--- config.mk ---
export PLATFORM = sky130hd
export DESIGN_NAME = alnis_alu
export DESIGN_NICKNAME = d
export VERILOG_FILES = /design/src/rtl/alnis_pkg.sv /design/src/rtl/alnis_alu.sv
export SDC_FILE = /design/constraint.sdc
export NUM_CORES = 1
export LEC_CHECK = 0
export BUFFER_PORTS_ARGS = -buffer_cell sky130_fd_sc_hd__clkbuf_2
export CAP_MARGIN = 20
export CORE_ASPECT_RATIO = 1.4
export CORE_UTILIZATION = 45
export DETAILED_ROUTE_END_ITERATION = 10
export PLACE_DENSITY_LB_ADDON = 0.12
export SLEW_MARGIN = 20
export SYNTH_ARGS = -nofsm -noshare
export SYNTH_HDL_FRONTEND = slang
export SYNTH_SLANG_ARGS = --single-unit
--- constraint.sdc ---
create_clock -name vclk -period 10.79
set_input_delay 1.079 -clock vclk [all_inputs]
set_output_delay 1.079 -clock vclk [all_outputs]
set_load 0.02 [all_outputs]
--- src/rtl/alnis_pkg.sv ---
// Shared types, codes and widths of the arc-length index search block.
package alnis_pkg;

    localparam int OP_W       = 2;
    localparam int SLOT_W     = 10;
    localparam int POS_W      = 32;
    localparam int OUT_W      = 10;
    localparam int PC_W       = 11;
    localparam int TOL_W      = 16;
    localparam int OPND_W     = POS_W + 2;
    localparam int SUM_W      = OPND_W + 1;
    localparam int CFG_ADDR_W = 2;
    localparam int CFG_DATA_W = 16;
    localparam int S_TDATA_W  = 48;
    localparam int M_TDATA_W  = 16;

    localparam logic [OP_W-1:0] OP_WRITE   = 2'd0;
    localparam logic [OP_W-1:0] OP_LOWER   = 2'd1;
    localparam logic [OP_W-1:0] OP_NEAREST = 2'd2;

    localparam logic [CFG_ADDR_W-1:0] CFG_POINT_COUNT = 2'd0;
    localparam logic [CFG_ADDR_W-1:0] CFG_END_TOL     = 2'd1;

    localparam logic [PC_W-1:0]  POINT_COUNT_RST = 11'd1;
    localparam logic [TOL_W-1:0] END_TOL_RST     = 16'd10;

    typedef enum logic [3:0] {
        ST_IDLE,
        ST_NR_LO,
        ST_NR_HI,
        ST_NR_TOP,
        ST_BS_ADDR,
        ST_BS_DATA,
        ST_NB_A,
        ST_NB_B,
        ST_NB_C,
        ST_NB_D,
        ST_RESULT
    } alnis_state_t;

    typedef struct packed {
        logic signed [OPND_W-1:0] a;
        logic signed [OPND_W-1:0] b;
        logic signed [OPND_W-1:0] c;
    } alnis_alu_req_t;

    typedef struct packed {
        logic              neg;
        logic [OPND_W-1:0] mag;
    } alnis_alu_rsp_t;

endpackage

--- src/rtl/alnis_alu.sv ---
// Shared add, compare and magnitude unit used by the end checks, the binary search and the neighbor compare.
module alnis_alu
    import alnis_pkg::*;
(
    input  alnis_alu_req_t req,
    output alnis_alu_rsp_t rsp
);

    logic signed [SUM_W-1:0] sum;
    logic signed [SUM_W-1:0] alt;

    always_comb begin
        sum = SUM_W'(req.a) - SUM_W'(req.b) + SUM_W'(req.c);
        alt = SUM_W'(req.b) - SUM_W'(req.a) - SUM_W'(req.c);
        rsp.neg = sum[SUM_W-1];
        rsp.mag = sum[SUM_W-1] ? alt[OPND_W-1:0] : sum[OPND_W-1:0];
    end

endmodule

-- Yosys cells after proc, flatten, opt, wreduce, memory -nomap -nowiden
Index checks and enable logic that the tools add are counted.
- muxes and demuxes: 1
- add/subtract/negate cells: 4
- operators by type and width (cell ; number):
    $sub 34x34->34 ; 2
    $add 35x34->35 ; 1
    $sub 34x34->35 ; 1
    $mux 34 ; 1
- register bits: 0
- output and inout port bits: 35

-- Longest topological paths before layout
Gate-level depths: netlist (run 1).
- word-level depth: 3
- gate-level depth with buffers: 17
- mapped depth without buffers: 16

-- Least setup slack after synthesis (run 1)
OpenSTA, ideal clock, no wires.
- path type: input to output
- start: in req[34] (netlist bit)
- end: out rsp[32] (netlist bit)
- required time: 9711 ps
- path slack: 4948 ps
- data arrival time: 4763 ps
- cell stages on the path: 16
- buffers on the path: 0
- path through: inv_1 -> fa_1 -> inv_1 -> ha_1 -> or2_2 -> fa_1 -> a211oi_1 -> o21ai_1 -> and3_1 -> a221o_1 -> a41oi_2 -> o211ai_2 -> a41oi_2 -> a211oi_1 -> xnor2_1 -> mux2i_1
- RTL lines (item ; line ; source):
    start, declared ; alnis_alu.sv:5 ; input alnis_alu_req_t req,
    end, declared ; alnis_alu.sv:6 ; output alnis_alu_rsp_t rsp

==> reports/metrics.cfg, run 1 <==
[run_status]
status = finished clean

[timing]
setup_tns_ns = 0
period_needed_ns = 6.29
hold_slack_ns = 2.66
fmax_mhz = 159
finalMaxSlewViolations = 0
setup_viol = 0
fin_ws_ns = 4.50
grt_setup_unrepaired = no
fin_crit_sh_pct = 58.3
max_slew_margin_pct = 57.8
tightestPinTransition_ns = 0.629
hold_viol_final = 0

[cells_and_area]
drive_gt1_share_pct = 18.9
seq_area_um2 = 0
num_antenna_cells = 0
nFlopsAndLatches = 0
area_delta_synth_final_pct = 15.9
nNetsFinal = 1034
clkbuf_count = 0
fin_cells = 965

[critical_path]
cp.required_ns = 9.71
worst_setup_path_end_kind = primary output
crit_arrival_ns = 5.21
path_cells = clkbuf_2 > inv_1 > fa_1 > inv_1 > ha_1 > or2_2 > fa_1 > a211oi_1 > o21ai_1 > and3_1 > a221o_1 > a21boi_0 > o21bai_1 > a211oi_1 > o21bai_1 > xnor2_1 > a21oi_1 > clkbuf_2
crit_type = primary input to primary output
critPathMaxFanout = 3
max_stage_delay_ns = 0.54
startpoint_type = primary input
crit_slowest_cell = fa_1

[routing]
first_pass_iters = 4
drcViolationCount = 0
vias = 5185
wl_per_cell_um = 13.2
drtIter0Drc = 152
ant_nets = 0
via_per_inst = 5.37
drt_wl_total_um = 12700

[place]
hpwl_um = 11300
dp_slack_ns = 4.48
place_inst = 965
gp_congestion = 0.931
port_buffers = 137

[power]
power_density_nw_per_um2 = 158
p_leak_uw = 0.00330
ir_worst_vdd_mv = 0.0818
power_uw = 913

[yosys]
netlist_instances = 706
synth.distinct_cells = 56
netlist_area_um2 = 4980
synth_top_area_share_pct = 17.6
synth.area.top_cells = ha_1, fa_1, inv_1
ys_top_cells_by_count = inv_1, ha_1, a21oi_1
ys_warn_count = 0
yosysSeqAreaShare_pct = 0
yosysMostFrequentCell = inv_1
synth_top_area_cell = ha_1
syn-num-nets = 914
synth_area_per_cell_um2 = 7.06

[job]
cap_violations = 0

[hold_path]
hold_path_depth = 5
hold_class = primary input to primary output
min_from = req[35]
whs_endpoint = rsp[0]

[clock_tree]
post-cts-setup-buffers = 0
post_cts_resized = 0
hold_buffers = 0

[floorplan]
ios = 137
dieArea_um2 = 11500
die_y_um = 127
start_util_pct = 46.1
rows = 45
coreArea_um2 = 10800
die_w_um = 91.0

[global_route]
grt_first_pass_wirelength_um = 21600
grt_pass1_vias = 5157
grt_max_degree = 41
gr-total-overflow = 0
antenna_found_initial = 0
track_usage_pct = 22.1

critical path: cells and delay by family:
kind | cells | cell delay [ns]
adders and majority gates | 3 | 1.14
and+or+nand+nor | 2 | 0.53
buffers and inverters | 4 | 0.38
xor gates and xnor gates | 1 | 0.13
AOI/OAI and AO/OA | 8 | 1.93
through the flow:
stage	cell area (um^2)	util, %
final	5780	53.5
after global routing	5780	53.5
after CTS	5780	53.5
after detailed placement	5780	53.5
after global placement	5780	53.5
after floorplan	4980	-
cell usage in the layout (no fill, tap or decap), types with 3 or more instances in the layout:
cell      Yosys  routed
o31ai_1       4       4
nand4_1       7       7
o211ai_1      5       5
a21o_1       35      35
o21a_1        3       3
xor2_1       22      22
o21ai_0      41      41
a31oi_1      10      10
nand2b_1      7       7
fa_1         36      36
xnor2_1      39      38
nor2_1       28      28
o21bai_1     12      12
inv_1       156     156
and3_1        8       8
mux2_2        3       3
nor3b_1       3       3
o21ai_1       3       3
mux2i_1       5       5
nand2_1      45      45
nor3_1        4       4
clkbuf_2      0     137
nor2b_1       5       5
or3_1         3       3
a21oi_1      66      66
a211oi_1      9       9
a211o_1       3       3
o22ai_1       3       3
ha_1         70      70
o31ai_2       3       3
a21boi_0      4       4
nand3_1      14      14
per-layer routing:
layer / wire, um / track usage [%] / up-vias
met4: 399 / 6.16 / 0
met5: 0 / 0 / -
met1: 5160 / 24.3 / 2370
met3: 445 / 0.719 / 30
li1: - / - / 2631
met2: 6720 / 45.1 / 154
worst max-delay path by stage:
stage | start | endpoint | slack [ns] | cells past startpoint
after floorplan | req[34] | rsp[32] | 4.95 | 16
after global placement | req[34] | rsp[22] | 4.57 | 18
after detailed placement | req[34] | rsp[26] | 4.48 | 18
after CTS | req[34] | rsp[26] | 4.47 | 18
after global routing | req[34] | rsp[22] | 4.12 | 18
final | req[34] | rsp[22] | 4.50 | 18
area by class of cell:
| cell class | instances | area (um^2) |
|---|---|---|
| repair buffers | 139 | 701 |
| multi-input cells | 529 | 4320 |
| inverters | 156 | 586 |
| fillers | 1143 | 5030 |
| well taps | 141 | 176 |
power by group:
part | internal, uW | switching (uW) | total (uW) | leakage (uW)
combinational | 356 | 557 | 913 | 0.00330
sequential | 0 | 0 | 0 | 0
clock | 0 | 0 | 0 | 0
logic make-up (layout without fill, tap and decap cells):
kind of cell             count (synthesis)  after routing  synth area share [%]
buffers and inverters                  177            295                  13.6
XOR/XNOR                                61             61                  10.7
AND/OR/NAND/NOR                        133            133                  12.9
multiplexers                             8              8                  1.68
AO/OA/AOI/OAI                          221            221                  29.1
adder cells (fa/ha/maj)                106            106                  32.0
Note: power is estimated with default switching activity, not from simulation.
==> run 2: changes to the inputs <==
==> constraint.sdc (replaced) <==
create_clock -name vclk -period 5.6
set_input_delay 0.56 -clock vclk [all_inputs]
set_output_delay 0.56 -clock vclk [all_outputs]
set_load 0.02 [all_outputs]
==> reports/metrics.cfg, run 2 (synthesis gave the netlist of run 1 again) <==
[critical_path]
crit_arrival_ns = 4.71  ; was 5.21 ns
cp.required_ns = 5.04  ; was 9.71 ns
crit_end = rsp[32]  ; was rsp[22]
startpoint_type = primary input  ; unchanged
worst_setup_path_end_kind = primary output  ; unchanged
crit_type = primary input to primary output  ; unchanged
critPathMaxFanout = 4  ; was 3
startpoint = req[34]  ; unchanged

[power]
p_int_uw = 700  ; was 356 uW
clockPowerShare_pct = 0  ; about the same
pwr-share-comb_pct = 100.0  ; about the same
seqPwrFrac_pct = 0  ; about the same
p_leak_uw = 0.00331  ; was 0.00330 uW
power_density_nw_per_um2 = 307  ; was 158 nW/um^2
power_switching_uw = 1080  ; was 557 uW
switching_share_pct = 60.6  ; was 61.0%
ir_worst_vdd_mv = 0.233  ; was 0.0818 mV

[cells_and_area]
clkbuf_count = 0  ; unchanged
seq_area_um2 = 0  ; unchanged
utilization_pct = 53.6  ; was 53.5%
nFlopsAndLatches = 0  ; unchanged
num_antenna_cells = 0  ; unchanged
drive_gt1_share_pct = 19.0  ; was 18.9%
fillCellCount = 1140  ; was 1143
final_common_cell = inv_1  ; unchanged
finalInstanceArea_um2 = 5800  ; was 5780 um^2
multiInputGateArea_um2 = 4320  ; unchanged
mostFrequentLayoutCells = inv_1, clkbuf_2, ha_1  ; unchanged
nNetsFinal = 1035  ; was 1034
area_delta_synth_final_pct = 16.3  ; was 15.9%

[clock_tree]
post-cts-setup-buffers = 0  ; unchanged
post_cts_resized = 0  ; unchanged
hold_buffers = 0  ; unchanged

[routing]
drtIter0Drc = 124  ; was 152
drt_wl_total_um = 12900  ; was 12700 um
vias = 5173  ; was 5185
via_per_inst = 5.36  ; was 5.37
wl_per_cell_um = 13.3  ; was 13.2 um
ant_nets = 0  ; unchanged
drcViolationCount = 0  ; unchanged
first_pass_iters = 4  ; unchanged

[hold_path]
hold_path_depth = 5  ; unchanged
hold_class = primary input to primary output  ; unchanged

[floorplan]
rows = 45  ; unchanged
coreArea_um2 = 10800  ; unchanged
dieArea_um2 = 11500  ; unchanged
start_util_pct = 46.1  ; unchanged
die_w_um = 91.0  ; unchanged
ios = 137  ; unchanged
die_y_um = 127  ; unchanged

[timing]
fin_ws_ns = 0.332  ; was 4.50 ns
fin_crit_sh_pct = 94.1
finalMaxSlewViolations = 0  ; unchanged
period_needed_ns = 5.27
hold_viol_final = 0  ; unchanged
setup_tns_ns = 0  ; unchanged
tightestPinTransition_ns = 0.742  ; was 0.629 ns
max_slew_margin_pct = 50.3  ; was 57.8%
fmax_mhz = 190
setup_viol = 0  ; unchanged
grt_setup_unrepaired = no  ; unchanged

[global_route]
gr-total-overflow = 0  ; unchanged
grt_first_pass_wirelength_um = 21900  ; was 21600 um
track_usage_pct = 22.2  ; was 22.1%
grt_max_degree = 41  ; unchanged
grt_pass1_vias = 5161  ; was 5157
antenna_found_initial = 0  ; unchanged

[place]
dp_slack_ns = 0.349  ; was 4.48 ns
gp_congestion = 0.968  ; was 0.931
hpwl_um = 11300  ; about the same
place_area_um2 = 5800  ; was 5780 um^2
port_buffers = 137  ; unchanged

[job]
cap_violations = 0  ; unchanged

[run_status]
status = finished clean  ; unchanged

run 2: stage by stage:
| stage | total power (uW) | hold slack (ns) | cells |
|---|---|---|---|
| floorplan | 1290 | 1.44 | 706 |
| global placement | 1760 | 1.62 | 966 |
| detailed placement | 1770 | 1.62 | 966 |
| CTS | 1780 | 1.63 | 966 |
| global route | 1960 | 1.67 | 966 |
| finish | 1780 | 1.62 | 966 |
run 2: how the worst min path moves through the flow:
stage / end / startpoint
after CTS: rsp[0] / req[35]
after detailed placement: rsp[0] / req[35]
after floorplan: rsp[0] / req[35]
after global routing: rsp[0] / req[35]
after global placement: rsp[0] / req[35]
final: rsp[0] / req[35]
run 2: routing by layer:
layer  vias up  GRT usage [%]  part of all wire, %  routed length (um)
li1       2635              -                    -                   -
met1      2394           25.9                   42                5430
met2       126           44.4                   53                6840
met3        18          0.540                  2.7                 348
met4         0           4.58                  1.9                 250
met5         -              0                    0                   0
run 2: final cells by class:
| class | instances | area share [%] |
|---|---|---|
| multi-input combinational | 529 | 74.4 |
| timing repair buffer | 140 | 12.4 |
| inverter | 156 | 10.1 |
| tap | 141 | 3.04 |
run 2: critical path, stage by stage:
cell and delay (ns):
clkbuf_2 0.09, inv_1 0.05, fa_1 0.55, inv_1 0.06, ha_1 0.18, or2_2 0.30
fa_1 0.42, a211oi_1 0.45, o21ai_1 0.15, and3_1 0.21, a221o_1 0.36, a41oi_2 0.25
o211ai_2 0.21, a41oi_2 0.28, a211oi_1 0.12, xnor2_1 0.13, mux2i_1 0.14, clkbuf_2 0.19
run 2: power by group through the flow:
stage / registers, uW / logic [uW] / clock network, uW
4_1_cts: 0 / 1780 / 0
3_5_place_dp: 0 / 1770 / 0
3_3_place_gp: 0 / 1760 / 0
5_1_grt: 0 / 1960 / 0
6_report: 0 / 1780 / 0
2_1_floorplan: 0 / 1290 / 0
==> run 3: changes to the inputs <==
--- a/config.mk
+++ b/config.mk
@@ -10,7 +10,7 @@
 export CORE_ASPECT_RATIO = 1.4
 export CORE_UTILIZATION = 45
 export DETAILED_ROUTE_END_ITERATION = 10
-export PLACE_DENSITY_LB_ADDON = 0.12
+export PLACE_DENSITY = 0.79
 export SLEW_MARGIN = 20
 export SYNTH_ARGS = -nofsm -noshare
 export SYNTH_HDL_FRONTEND = slang
==> reports/metrics.cfg, run 3 (synthesis gave the netlist of run 1 again) <==
[timing]
max_slew_margin_pct = 59.8  ; was 50.3%
grt_setup_unrepaired = no  ; unchanged
fmax_mhz = 191  ; was 190 MHz
setup_viol = 0  ; unchanged
setup_tns_ns = 0  ; unchanged
hold_slack_ns = 1.62  ; about the same
hold_viol_final = 0  ; unchanged
finalMaxSlewViolations = 0  ; unchanged
fin_crit_sh_pct = 93.7  ; was 94.1%
tightestPinTransition_ns = 0.598  ; was 0.742 ns
period_needed_ns = 5.25  ; was 5.27 ns

[power]
ir_worst_vdd_mv = 0.183  ; was 0.233 mV
clockPowerShare_pct = 0  ; about the same
p_int_uw = 701  ; was 700 uW
power_density_nw_per_um2 = 305  ; was 307 nW/um^2
power_switching_uw = 1070  ; was 1080 uW
pwr-share-comb_pct = 100.0  ; about the same
seqPwrFrac_pct = 0  ; about the same
p_leak_uw = 0.00331  ; about the same
switching_share_pct = 60.4  ; was 60.6%

[run_status]
status = finished clean  ; unchanged

[floorplan]
ios = 137  ; unchanged
dieArea_um2 = 11500  ; unchanged
die_y_um = 127  ; unchanged
die_w_um = 91.0  ; unchanged
start_util_pct = 46.1  ; unchanged
rows = 45  ; unchanged
coreArea_um2 = 10800  ; unchanged

[cells_and_area]
drive_gt1_share_pct = 19.1  ; was 19.0%
area_delta_synth_final_pct = 16.5  ; was 16.3%
fin_cells = 967  ; was 966
num_antenna_cells = 0  ; unchanged
final_common_cell = inv_1  ; unchanged
finalInstanceArea_um2 = 5810  ; was 5800 um^2
nNetsFinal = 1036  ; was 1035
clkbuf_count = 0  ; unchanged
seq_area_um2 = 0  ; unchanged
nFlopsAndLatches = 0  ; unchanged
mostFrequentLayoutCells = inv_1, clkbuf_2, ha_1  ; unchanged

[routing]
first_pass_iters = 5  ; was 4
drcViolationCount = 0  ; unchanged
wl_met2_um = 6520  ; was 6840 um
vias = 5140  ; was 5173
via_per_inst = 5.32  ; was 5.36
drt_wl_total_um = 12200  ; was 12900 um
dr_wl_met3_um = 435  ; was 348 um
drtIter0Drc = 149  ; was 124
ant_nets = 0  ; unchanged
wl_per_cell_um = 12.6  ; was 13.3 um
top_layer_used = met4  ; unchanged
wl_met1_um = 5020  ; was 5430 um

[global_route]
gr-total-overflow = 0  ; unchanged
grt_first_pass_wirelength_um = 20800  ; was 21900 um
antenna_found_initial = 0  ; unchanged
grt_max_degree = 42  ; was 41
grt_pass1_vias = 4963  ; was 5161
track_usage_pct = 21.0  ; was 22.2%

[critical_path]
worst_setup_path_end_kind = primary output  ; unchanged
startpoint_type = primary input  ; unchanged
crit_slowest_cell = fa_1  ; unchanged
crit_type = primary input to primary output  ; unchanged
critPathMaxFanout = 4  ; unchanged
cp.required_ns = 5.04  ; about the same
crit_arrival_ns = 4.69  ; was 4.71 ns
path_cells = clkbuf_2 > inv_1 > fa_1 > inv_1 > ha_1 > or2_2 > fa_1 > a211oi_1 > o21ai_1 > and3_1 > a221o_1 > a41oi_2 > o211ai_2 > a41oi_2 > a211oi_1 > xnor2_1 > mux2i_1 > clkbuf_2  ; unchanged
max_stage_delay_ns = 0.54  ; was 0.55 ns

[hold_path]
whs_endpoint = rsp[0]  ; unchanged
min_from = req[35]  ; unchanged
hold_class = primary input to primary output  ; unchanged
hold_path_depth = 5  ; unchanged

[place]
gp_congestion = 0.864  ; was 0.968
hpwl_um = 10700  ; was 11300 um
place_area_um2 = 5810  ; was 5800 um^2
place_inst = 967  ; was 966
port_buffers = 137  ; unchanged

[clock_tree]
hold_buffers = 0  ; unchanged
post-cts-setup-buffers = 0  ; unchanged
post_cts_resized = 0  ; unchanged

[job]
cap_violations = 0  ; unchanged

[run 3: changes by cell type in the layout (fill, tap and decap cells not counted), sizes merged]
cell  change
buf       +1
[run 3: layer usage]
layer / vias to the layer above / global-route usage, %
met5: - / 0
met4: 0 / 4.95
met3: 16 / 1.32
met2: 110 / 42.6
met1: 2384 / 23.4
li1: 2630 / -
[run 3: through the flow]
step / power [uW] / setup slack [ns] / utilization [%]
after floorplan: 1290 / 0.796 / -
after global placement: 1750 / 0.449 / 53.7
after detailed placement: 1760 / 0.344 / 53.7
after CTS: 1770 / 0.336 / 53.7
after global routing: 1950 / 0.0547 / 53.7
final: 1770 / 0.354 / 53.7
[run 3: layout make-up]
class	instances	area, um^2
multi-input combinational	529	4320
fill	1132	5000
tap	141	176
timing repair buffer	141	728
inverter	156	586
[run 3: critical path: cells and delay by family]
kind	cells	cell delay (ns)
muxes	1	0.16
xor gates and xnor gates	1	0.17
AOI/OAI and AO/OA	7	1.72
adders and majority gates	3	1.13
buffers and inverters	4	0.38
and+or+nand+nor	2	0.54
[run 3: how the worst max path moves through the flow]
stage	depth (start not counted)	endpoint	startpoint
3_5_place_dp	18	rsp[32]	req[34]
2_1_floorplan	16	rsp[32]	req[34]
4_1_cts	18	rsp[32]	req[34]
3_3_place_gp	17	rsp[32]	req[0]
5_1_grt	18	rsp[32]	req[34]
6_report	18	rsp[32]	req[34]
[run 3: power by group through the flow]
stage               sequential [uW]  clock, uW  combinational [uW]
global route                      0          0                1950
floorplan                         0          0                1290
global placement                  0          0                1750
finish                            0          0                1770
CTS                               0          0                1770
detailed placement                0          0                1760
